### config.mk
export PLATFORM = sky130hd
export DESIGN_NAME = tcp_syn_option_parser_top_flat
export DESIGN_NICKNAME = d
export VERILOG_FILES = /design/src/hw/rtl/tsop_pkg.sv /design/src/hw/rtl/tsop_in_if.sv /design/src/hw/rtl/tsop_out_if.sv /design/src/hw/rtl/tsop_in_stage.sv /design/src/hw/rtl/tsop_walk.sv /design/src/hw/rtl/tsop_out_stage.sv /design/src/hw/rtl/tcp_syn_option_parser_top.sv /design/src/flat_wrapper.sv
export SDC_FILE = /design/constraint.sdc
export NUM_CORES = 1
export LEC_CHECK = 0
export BUFFER_PORTS_ARGS = -buffer_cell sky130_fd_sc_hd__buf_2
export CAP_MARGIN = 20
export CELL_PAD_IN_SITES_DETAIL_PLACEMENT = 0
export CELL_PAD_IN_SITES_GLOBAL_PLACEMENT = 1
export CORE_MARGIN = 8
export CORE_UTILIZATION = 48
export DETAILED_ROUTE_END_ITERATION = 8
export PLACE_DENSITY = 0.81
export SLEW_MARGIN = 10
export SYNTH_ARGS = -nofsm -noshare
export SYNTH_HDL_FRONTEND = slang
export SYNTH_SLANG_ARGS = --single-unit
### constraint.sdc
create_clock -name clk_i -period 4.4 [get_ports clk_i]
set_clock_uncertainty 0.05 [all_clocks]
set_input_delay 0.44 -clock clk_i [delete_from_list [all_inputs] [get_ports clk_i]]
set_output_delay 0.44 -clock clk_i [all_outputs]
set_load 0.02 [all_outputs]
### src/hw/rtl/tsop_pkg.sv
// ----------------------------------------------------------------------------
// TCP SYN option parser package
// Shared types and constants: option kinds, expected lengths, walk phases
// and the beat structures that pass between the stages.
// ----------------------------------------------------------------------------
package tsop_pkg;

  // Option kinds
  localparam logic [7:0] KIND_EOL  = 8'd0;
  localparam logic [7:0] KIND_NOP  = 8'd1;
  localparam logic [7:0] KIND_MSS  = 8'd2;
  localparam logic [7:0] KIND_WS   = 8'd3;
  localparam logic [7:0] KIND_TS   = 8'd8;

  // Minimum and exact option lengths, kind and length bytes included
  localparam logic [7:0] LEN_MIN   = 8'd2;
  localparam logic [7:0] LEN_MSS   = 8'd4;
  localparam logic [7:0] LEN_WS    = 8'd3;
  localparam logic [7:0] LEN_TS    = 8'd10;

  // Walk phase through kind, length and body
  typedef enum logic [1:0] {
    PH_KIND = 2'd0,
    PH_LEN  = 2'd1,
    PH_BODY = 2'd2,
    PH_STOP = 2'd3
  } phase_e;

  // One input beat
  typedef struct packed {
    logic [7:0] opt_byte;
    logic       last_byte;
  } in_beat_t;

  // One result beat
  typedef struct packed {
    logic [15:0] mss_value;
    logic [7:0]  window_shift;
    logic [31:0] ts_value;
    logic [31:0] ts_echo;
    logic        malformed;
  } res_beat_t;

endpackage

### src/hw/rtl/tsop_in_if.sv
// ----------------------------------------------------------------------------
// Option byte channel
// Valid/ready channel that carries one option byte and its last marker.
// ----------------------------------------------------------------------------
interface tsop_in_if;
  logic       valid;
  logic       ready;
  logic [7:0] opt_byte;
  logic       last_byte;

  modport source (output valid, output opt_byte, output last_byte, input ready);
  modport sink   (input valid, input opt_byte, input last_byte, output ready);
endinterface

### src/hw/rtl/tsop_out_if.sv
// ----------------------------------------------------------------------------
// Parse result channel
// Valid/ready channel that carries the options picked out of one option area.
// ----------------------------------------------------------------------------
interface tsop_out_if;
  logic        valid;
  logic        ready;
  logic [15:0] mss_value;
  logic [7:0]  window_shift;
  logic [31:0] ts_value;
  logic [31:0] ts_echo;
  logic        malformed;

  modport source (output valid, output mss_value, output window_shift, output ts_value,
                  output ts_echo, output malformed, input ready);
  modport sink   (input valid, input mss_value, input window_shift, input ts_value,
                  input ts_echo, input malformed, output ready);
endinterface

### src/hw/rtl/tsop_in_stage.sv
// ----------------------------------------------------------------------------
// Input register
// Holds one option byte beat until the walk stage consumes it.
// ----------------------------------------------------------------------------
module tsop_in_stage (
  input  logic               clk_i,
  input  logic               rst_ni,
  tsop_in_if.sink            in_i,
  input  logic               advance_i,
  output logic               valid_o,
  output tsop_pkg::in_beat_t beat_o
);

  logic               valid_q;
  tsop_pkg::in_beat_t beat_q;
  logic               load;

  // Take a new beat when empty or when the held beat moves on
  assign in_i.ready = !valid_q || advance_i;
  assign load       = in_i.valid && in_i.ready;

  // Track occupancy
  always_ff @(posedge clk_i or negedge rst_ni) begin
    if (!rst_ni) begin
      valid_q <= 1'b0;
    end else if (in_i.ready) begin
      valid_q <= in_i.valid;
    end
  end

  // Capture payload
  always_ff @(posedge clk_i) begin
    if (load) begin
      beat_q.opt_byte  <= in_i.opt_byte;
      beat_q.last_byte <= in_i.last_byte;
    end
  end

  assign valid_o = valid_q;
  assign beat_o  = beat_q;

endmodule

### src/hw/rtl/tsop_walk.sv
// ----------------------------------------------------------------------------
// Option walker
// Steps through kind, length and body one byte per cycle unless a closing byte
// waits for room, keeps picked out options, emits them at the area's last byte
module tsop_walk (
  input  logic                clk_i,
  input  logic                rst_ni,
  input  logic                valid_i,
  input  tsop_pkg::in_beat_t  beat_i,
  input  logic                out_free_i,
  output logic                advance_o,
  output logic                res_valid_o,
  output tsop_pkg::res_beat_t res_o
);

  tsop_pkg::phase_e phase_q, phase_d;
  logic [7:0]       kind_q, kind_d;
  logic [7:0]       left_q, left_d;
  logic [63:0]      shift_q, shift_d;
  logic             match_q, match_d;
  logic [15:0]      mss_q, mss_d;
  logic [7:0]       ws_q, ws_d;
  logic [31:0]      tsv_q, tsv_d;
  logic [31:0]      tse_q, tse_d;
  logic             bad_q, bad_d;
  logic             done;
  logic [7:0]       b;

  assign b = beat_i.opt_byte;

  // Hold a closing beat until the result register has room
  assign advance_o   = valid_i && (!beat_i.last_byte || out_free_i);
  assign res_valid_o = advance_o && beat_i.last_byte;

  // Next phase
  always_comb begin
    phase_d = phase_q;
    case (phase_q)
      tsop_pkg::PH_KIND: begin
        if (b == tsop_pkg::KIND_EOL) begin
          phase_d = tsop_pkg::PH_STOP;
        end else if (b != tsop_pkg::KIND_NOP) begin
          phase_d = tsop_pkg::PH_LEN;
        end
      end
      tsop_pkg::PH_LEN: begin
        if (b < tsop_pkg::LEN_MIN) begin
          phase_d = tsop_pkg::PH_STOP;
        end else if (b == tsop_pkg::LEN_MIN) begin
          phase_d = tsop_pkg::PH_KIND;
        end else begin
          phase_d = tsop_pkg::PH_BODY;
        end
      end
      tsop_pkg::PH_BODY: begin
        if (left_q == 8'd1) begin
          phase_d = tsop_pkg::PH_KIND;
        end
      end
      default: phase_d = phase_q;
    endcase
  end

  // Option datapath: kind, body count, body shifter and error flag
  always_comb begin
    kind_d  = kind_q;
    left_d  = left_q;
    shift_d = shift_q;
    match_d = match_q;
    bad_d   = bad_q;
    done    = 1'b0;
    case (phase_q)
      tsop_pkg::PH_KIND: begin
        if (b != tsop_pkg::KIND_EOL && b != tsop_pkg::KIND_NOP) begin
          kind_d = b;
        end
      end
      tsop_pkg::PH_LEN: begin
        if (b < tsop_pkg::LEN_MIN) begin
          bad_d = 1'b1;
        end else begin
          match_d = (kind_q == tsop_pkg::KIND_MSS && b == tsop_pkg::LEN_MSS) ||
                    (kind_q == tsop_pkg::KIND_WS  && b == tsop_pkg::LEN_WS)  ||
                    (kind_q == tsop_pkg::KIND_TS  && b == tsop_pkg::LEN_TS);
          left_d  = b - tsop_pkg::LEN_MIN;
          shift_d = '0;
          done    = (b == tsop_pkg::LEN_MIN);
        end
      end
      tsop_pkg::PH_BODY: begin
        shift_d = {shift_q[55:0], b};
        left_d  = left_q - 8'd1;
        done    = (left_q == 8'd1);
      end
      default: begin
        done = 1'b0;
      end
    endcase
  end

  // Commit a complete option whose kind and length match
  always_comb begin
    mss_d = mss_q;
    ws_d  = ws_q;
    tsv_d = tsv_q;
    tse_d = tse_q;
    if (done && match_d) begin
      case (kind_q)
        tsop_pkg::KIND_MSS: mss_d = shift_d[15:0];
        tsop_pkg::KIND_WS:  ws_d  = shift_d[7:0];
        tsop_pkg::KIND_TS: begin
          tsv_d = shift_d[63:32];
          tse_d = shift_d[31:0];
        end
        default: mss_d = mss_q;
      endcase
    end
  end

  // Result seen at the closing byte
  always_comb begin
    res_o.mss_value    = mss_d;
    res_o.window_shift = ws_d;
    res_o.ts_value     = tsv_d;
    res_o.ts_echo      = tse_d;
    res_o.malformed    = bad_d;
  end

  // Advance state; clear it after the closing byte
  always_ff @(posedge clk_i or negedge rst_ni) begin
    if (!rst_ni) begin
      phase_q <= tsop_pkg::PH_KIND;
      kind_q  <= '0;
      left_q  <= '0;
      shift_q <= '0;
      match_q <= 1'b0;
      mss_q   <= '0;
      ws_q    <= '0;
      tsv_q   <= '0;
      tse_q   <= '0;
      bad_q   <= 1'b0;
    end else if (advance_o) begin
      if (beat_i.last_byte) begin
        phase_q <= tsop_pkg::PH_KIND;
        kind_q  <= '0;
        left_q  <= '0;
        shift_q <= '0;
        match_q <= 1'b0;
        mss_q   <= '0;
        ws_q    <= '0;
        tsv_q   <= '0;
        tse_q   <= '0;
        bad_q   <= 1'b0;
      end else begin
        phase_q <= phase_d;
        kind_q  <= kind_d;
        left_q  <= left_d;
        shift_q <= shift_d;
        match_q <= match_d;
        mss_q   <= mss_d;
        ws_q    <= ws_d;
        tsv_q   <= tsv_d;
        tse_q   <= tse_d;
        bad_q   <= bad_d;
      end
    end
  end

endmodule

### src/hw/rtl/tsop_out_stage.sv
// ----------------------------------------------------------------------------
// Result register
// Holds one result beat until the downstream side takes it.
// ----------------------------------------------------------------------------
module tsop_out_stage (
  input  logic                clk_i,
  input  logic                rst_ni,
  input  logic                res_valid_i,
  input  tsop_pkg::res_beat_t res_i,
  output logic                out_free_o,
  tsop_out_if.source          out_o
);

  logic                valid_q;
  tsop_pkg::res_beat_t res_q;

  // Room when empty or when the held beat leaves this cycle
  assign out_free_o = !valid_q || out_o.ready;

  // Track occupancy
  always_ff @(posedge clk_i or negedge rst_ni) begin
    if (!rst_ni) begin
      valid_q <= 1'b0;
    end else if (out_free_o) begin
      valid_q <= res_valid_i;
    end
  end

  // Capture payload
  always_ff @(posedge clk_i) begin
    if (res_valid_i && out_free_o) begin
      res_q <= res_i;
    end
  end

  assign out_o.valid        = valid_q;
  assign out_o.mss_value    = res_q.mss_value;
  assign out_o.window_shift = res_q.window_shift;
  assign out_o.ts_value     = res_q.ts_value;
  assign out_o.ts_echo      = res_q.ts_echo;
  assign out_o.malformed    = res_q.malformed;

endmodule

### src/hw/rtl/tcp_syn_option_parser_top.sv
// ----------------------------------------------------------------------------
// TCP SYN option parser
// Walks the option area of a SYN header and reports MSS, window scale and
// timestamp options plus a malformed flag at the last byte.
// ----------------------------------------------------------------------------
// The block takes one option byte per cycle on in_i, sustained, with no gaps
// needed between option areas. Each byte passes an input register, the
// combinational kind/length/body decoding, and a result register, so the
// result for an area reaches out_o through both registers after its last byte.
// Only the last byte of an area waits on out_o: while the result register
// is full and not taken, that byte is held and in_i stalls behind it. All
// walk state clears after each last byte, so areas are independent.
module tcp_syn_option_parser_top (
  input  logic       clk_i,
  input  logic       rst_ni,
  tsop_in_if.sink    in_i,
  tsop_out_if.source out_o
);

  logic                advance;
  logic                stage_valid;
  tsop_pkg::in_beat_t  stage_beat;
  logic                res_valid;
  tsop_pkg::res_beat_t res;
  logic                out_free;

  tsop_in_stage u_in_stage (
    .clk_i     (clk_i),
    .rst_ni    (rst_ni),
    .in_i      (in_i),
    .advance_i (advance),
    .valid_o   (stage_valid),
    .beat_o    (stage_beat)
  );

  tsop_walk u_walk (
    .clk_i       (clk_i),
    .rst_ni      (rst_ni),
    .valid_i     (stage_valid),
    .beat_i      (stage_beat),
    .out_free_i  (out_free),
    .advance_o   (advance),
    .res_valid_o (res_valid),
    .res_o       (res)
  );

  tsop_out_stage u_out_stage (
    .clk_i       (clk_i),
    .rst_ni      (rst_ni),
    .res_valid_i (res_valid),
    .res_i       (res),
    .out_free_o  (out_free),
    .out_o       (out_o)
  );

endmodule

### src/flat_wrapper.sv
// flat-port wrapper written by rule: the top's interface ports become plain ports
module tcp_syn_option_parser_top_flat 
  (clk_i, rst_ni, in_i_valid, in_i_opt_byte, in_i_last_byte, in_i_ready, out_o_valid, out_o_mss_value, out_o_window_shift, out_o_ts_value, out_o_ts_echo, out_o_malformed, out_o_ready);
  tsop_in_if in_i_i ();
  tsop_out_if out_o_i ();
  input  logic clk_i;
  input  logic rst_ni;
  input wire logic [$bits(in_i_i.valid)-1:0] in_i_valid;
  input wire logic [$bits(in_i_i.opt_byte)-1:0] in_i_opt_byte;
  input wire logic [$bits(in_i_i.last_byte)-1:0] in_i_last_byte;
  output wire logic [$bits(in_i_i.ready)-1:0] in_i_ready;
  output wire logic [$bits(out_o_i.valid)-1:0] out_o_valid;
  output wire logic [$bits(out_o_i.mss_value)-1:0] out_o_mss_value;
  output wire logic [$bits(out_o_i.window_shift)-1:0] out_o_window_shift;
  output wire logic [$bits(out_o_i.ts_value)-1:0] out_o_ts_value;
  output wire logic [$bits(out_o_i.ts_echo)-1:0] out_o_ts_echo;
  output wire logic [$bits(out_o_i.malformed)-1:0] out_o_malformed;
  input wire logic [$bits(out_o_i.ready)-1:0] out_o_ready;
  assign in_i_i.valid = in_i_valid;
  assign in_i_i.opt_byte = in_i_opt_byte;
  assign in_i_i.last_byte = in_i_last_byte;
  assign in_i_ready = in_i_i.ready;
  assign out_o_valid = out_o_i.valid;
  assign out_o_mss_value = out_o_i.mss_value;
  assign out_o_window_shift = out_o_i.window_shift;
  assign out_o_ts_value = out_o_i.ts_value;
  assign out_o_ts_echo = out_o_i.ts_echo;
  assign out_o_malformed = out_o_i.malformed;
  assign out_o_i.ready = out_o_ready;
  tcp_syn_option_parser_top u_core (.clk_i(clk_i), .rst_ni(rst_ni), .in_i(in_i_i), .out_o(out_o_i));
endmodule
==> results.txt <==
- The most used flip-flop cell after synthesis is dfrtp_1.
- The first routing iteration left 714 violations.
- Max frequency: 292 MHz
- At the pin with the least slew margin, the transition time is 0.951 ns.
* Type of origin of the critical path: flop
- Status: completed
- Across the VDD grid, the largest voltage drop is 0.327 mV.
- The number of hold violations in the final report is 0.
- Measured against its own limit, the worst slew margin works out to 0.362.
- DRC violations left: 0
- In this run, synthesis inferred 98 flip-flops with an integrated enable.
* Fin. max-slew vios: 0
* Max stage delay cell, worst path: or4_1
* Vias per inst: 5.78
* Minimum setup slack among reg-to-reg paths: 0.98 ns
* Worst stage delay on the critical path: 0.62 ns
* Num Clock Sinks: 272
- Measured along the y axis, the die boundary spans 169 um.
- In the final routed layout, each cell accounts on average for 19.5 um.
* Nets in the synthesized netlist: 986
- The worst setup path is of the reg2reg kind.
- Cell count after synthesis: 967
- Overall fraction of global-route tracks in use: 0.189
- Weighted congestion at the end of routability-driven global placement: 0.841
- Antenna cells: 0
* Cell Rows: 56
* Critical Path RT: 4.80 ns
- First-pass GRT wire length: 43800 um
* Unrepaired setup endpoints after global routing: no
- After synthesis the cells add up to 11300 um2.
* Length of the first detailed-routing pass in iterations: 5
- Port-buffer cells: 103
* Later-pin clock latency in the skew report: 0.54 ns
- Starting Density: 0.486
* Worst-case reg-to-reg path depth: 7
- From synthesis to final layout, the design area changed by 15.7%.
- In this run the number of cells on the critical path is 7.
* Setup tns final: 0 ns
- Post-placement cell count: 1335
* Via Count: 8027
- Shortest clock period the worst path allows after layout: 3.42 ns
- Cells along the critical path: or4_1, o21ai_0, a221o_1, a2111oi_4, o21ai_4, buf_4, o2bb2ai_1
- Type of the worst min-delay path: in2reg
* Depth of the worst hold-timing path: 1
- Setup bufs post-CTS: 0
- For this design the static power due to leakage is 5.37 nW.
- Most common cell after layout, fill and taps aside: dfrtp_1
- Number of top-level design ports: 104
- For this run, asynchronously set or reset flops after synthesis account for 0.640.
- In this run the critical register-to-register path is launched from u_core.u_in_stage.beat_o[7]$_DFFE_PP_.
* Endpoint of the worst hold-timing path: u_core.u_in_stage.beat_o[5]$_DFFE_PP_
- At the worst endpoint, the arrival time is 3.82 ns.
* Synth Warn #: 0
* Sequential cell area fraction in the yosys report: 0.646
- The top cell types in the final layout, fill and taps aside, are dfrtp_1, o21ai_0, nand2_1.
- Synthesis instantiated 52 different standard cells from the library.
- Delay-heaviest family, CP: compound AO/OA/AOI/OAI gates
- Clock tree from TritonCTS: built
* Via count of the first global-routing pass: 7785
- Horizontal die dimension: 169 um
- In the finished design, the share of the clock period the worst path needs comes to 0.778.
* Sum of routed wire length over all layers: 27100 um
- In the final layout, the share of cells above drive strength 1 is 0.167.
* HPWL after detailed placement: 16900 um
* Inserted Clock Buffers: 28
* Antenna-violating nets left: 0
* Pin count of the biggest net entering global routing: 103
- In this run the mean area of a mapped cell was 11.7 um2.
- For this run, the number of standard cells in the final layout without fillers is 1388.
- Overall power consumption after layout is estimated at 0.00620 W.
- Overall die area: 28700 um2
- For this design the ratio of total power to cell area is 474 nW/um2.
* Root buf cell: clkbuf_16
- Clock transition at the registers of the reported paths: 0.06 ns
- Counting along the longest clock path gives a buffer depth of 3.
* H-tree levels: 1
- Number of failing setup endpoints in the final timing report: 0
- Final worst setup slack: 0.979 ns
- The region available for standard cell placement spans 23300 um2.
- Remaining global-route overflow: 0
- CTS resizes: 0
- Highest fanout seen on the critical path: 42
- Yosys reg bits: 272
* Total buffers and inverters traversed by the critical path: 1
* Worst slack on hold paths: 0.0290 ns
- The worst setup path is captured at a flop.
- Total number of nets in the final design: 1066
- Reg-to-reg endpoint: u_core.u_walk.tsv_q[0]$_DFFE_PN0P_
- Prior to clock tree synthesis, the placed netlist has a worst setup slack of 0.994 ns.
- The startpoint identified for the worst hold timing path is in_i_opt_byte[4].
- Number of buffers added to fix hold violations after cts: 1
- Max Cap Viol: 0
- Number of antenna violations at the first check in global routing: 0
==> metrics by stage <==
step	area (um2)	util
floorplan	11300	-
global placement	12100	0.522
detailed placement	12100	0.522
CTS	13100	0.562
global route	13100	0.562
finish	13100	0.562
==> metal layers <==
layer | routed length [um] | global-route usage
met2 | 11600 | 0.279
met3 | 1880 | 0.0349
met1 | 13100 | 0.281
met4 | 516 | 0.0508
met5 | 0 | 0
==> where the power goes <==
| part | internal [W] | switching (W) | leakage (nW) |
|---|---|---|---|
| logic | 0.000274 | 0.000718 | 1.56 |
| registers | 0.00275 | 0.000112 | 3.36 |
| clock network | 0.00138 | 0.000968 | 0.453 |
==> Yosys cell counts (6+ instances only) <==
cell / instances / area share
a22o_1: 41 / 0.032
a22oi_1: 65 / 0.043
nand2b_1: 14 / 0.0078
o2bb2ai_1: 48 / 0.037
ha_1: 6 / 0.0066
dfrtp_1: 174 / 0.39
o21ai_0: 147 / 0.065
edfxtp_1: 98 / 0.26
a21o_1: 17 / 0.011
inv_1: 11 / 0.0037
a21oi_1: 13 / 0.0058
clkbuf_1: 65 / 0.022
buf_2: 6 / 0.0027
nor2_1: 34 / 0.011
nand2_1: 146 / 0.049
==> sequential cells by signal, summed over array words and instances, names as in the netlist, 2 cells and up <==
signal,count
u_core.u_in_stage.beat_o,9
u_core.u_out_stage.out_o.mss_value,16
u_core.u_out_stage.out_o.ts_echo,32
u_core.u_out_stage.out_o.ts_value,32
u_core.u_out_stage.out_o.window_shift,8
u_core.u_walk.kind_q,8
u_core.u_walk.left_q,8
u_core.u_walk.mss_q,16
u_core.u_walk.phase_q,2
u_core.u_walk.shift_q,64
u_core.u_walk.tse_q,32
u_core.u_walk.tsv_q,32
u_core.u_walk.ws_q,8
==> layout make-up <==
class,count,area (um2)
clock buffers,39,797
well taps,319,399
clock inverters,13,115
inverters,11,42.5
fillers,1982,10200
repair buffers,122,704
flip-flops and latches,272,7300
multi-input cells,612,3720
==> kinds of logic after synthesis <==
logic type,Yosys count,share of synthesized area
AO/OA/AOI/OAI,364,0.221
XOR/XNOR,5,0.00388
adder cells (fa/ha/maj),6,0.00664
buffers and inverters,83,0.0282
flip-flops,272,0.646
multiplexers,4,0.00354
AND/OR/NAND/NOR,233,0.0905
==> how the worst max path moves through the flow <==
stage	start	endpoint	slack, ns
2_1_floorplan	u_core.u_in_stage.beat_o[0]$_DFFE_PP_	u_core.u_out_stage.out_o.malformed$_DFFE_PP_	0.95
3_3_place_gp	u_core.u_in_stage.beat_o[7]$_DFFE_PP_	u_core.u_walk.tse_q[14]$_DFFE_PN0P_	1.11
3_5_place_dp	u_core.u_in_stage.beat_o[7]$_DFFE_PP_	u_core.u_walk.tsv_q[0]$_DFFE_PN0P_	0.99
4_1_cts	u_core.u_in_stage.beat_o[7]$_DFFE_PP_	u_core.u_walk.tsv_q[0]$_DFFE_PN0P_	1.0
5_1_grt	u_core.u_walk.phase_q[0]$_DFFE_PN0P_	u_core.u_walk.tsv_q[24]$_DFFE_PN0P_	0.81
6_report	u_core.u_in_stage.beat_o[7]$_DFFE_PP_	u_core.u_walk.tsv_q[0]$_DFFE_PN0P_	0.98
Note: power is estimated with default switching activity, not from simulation.
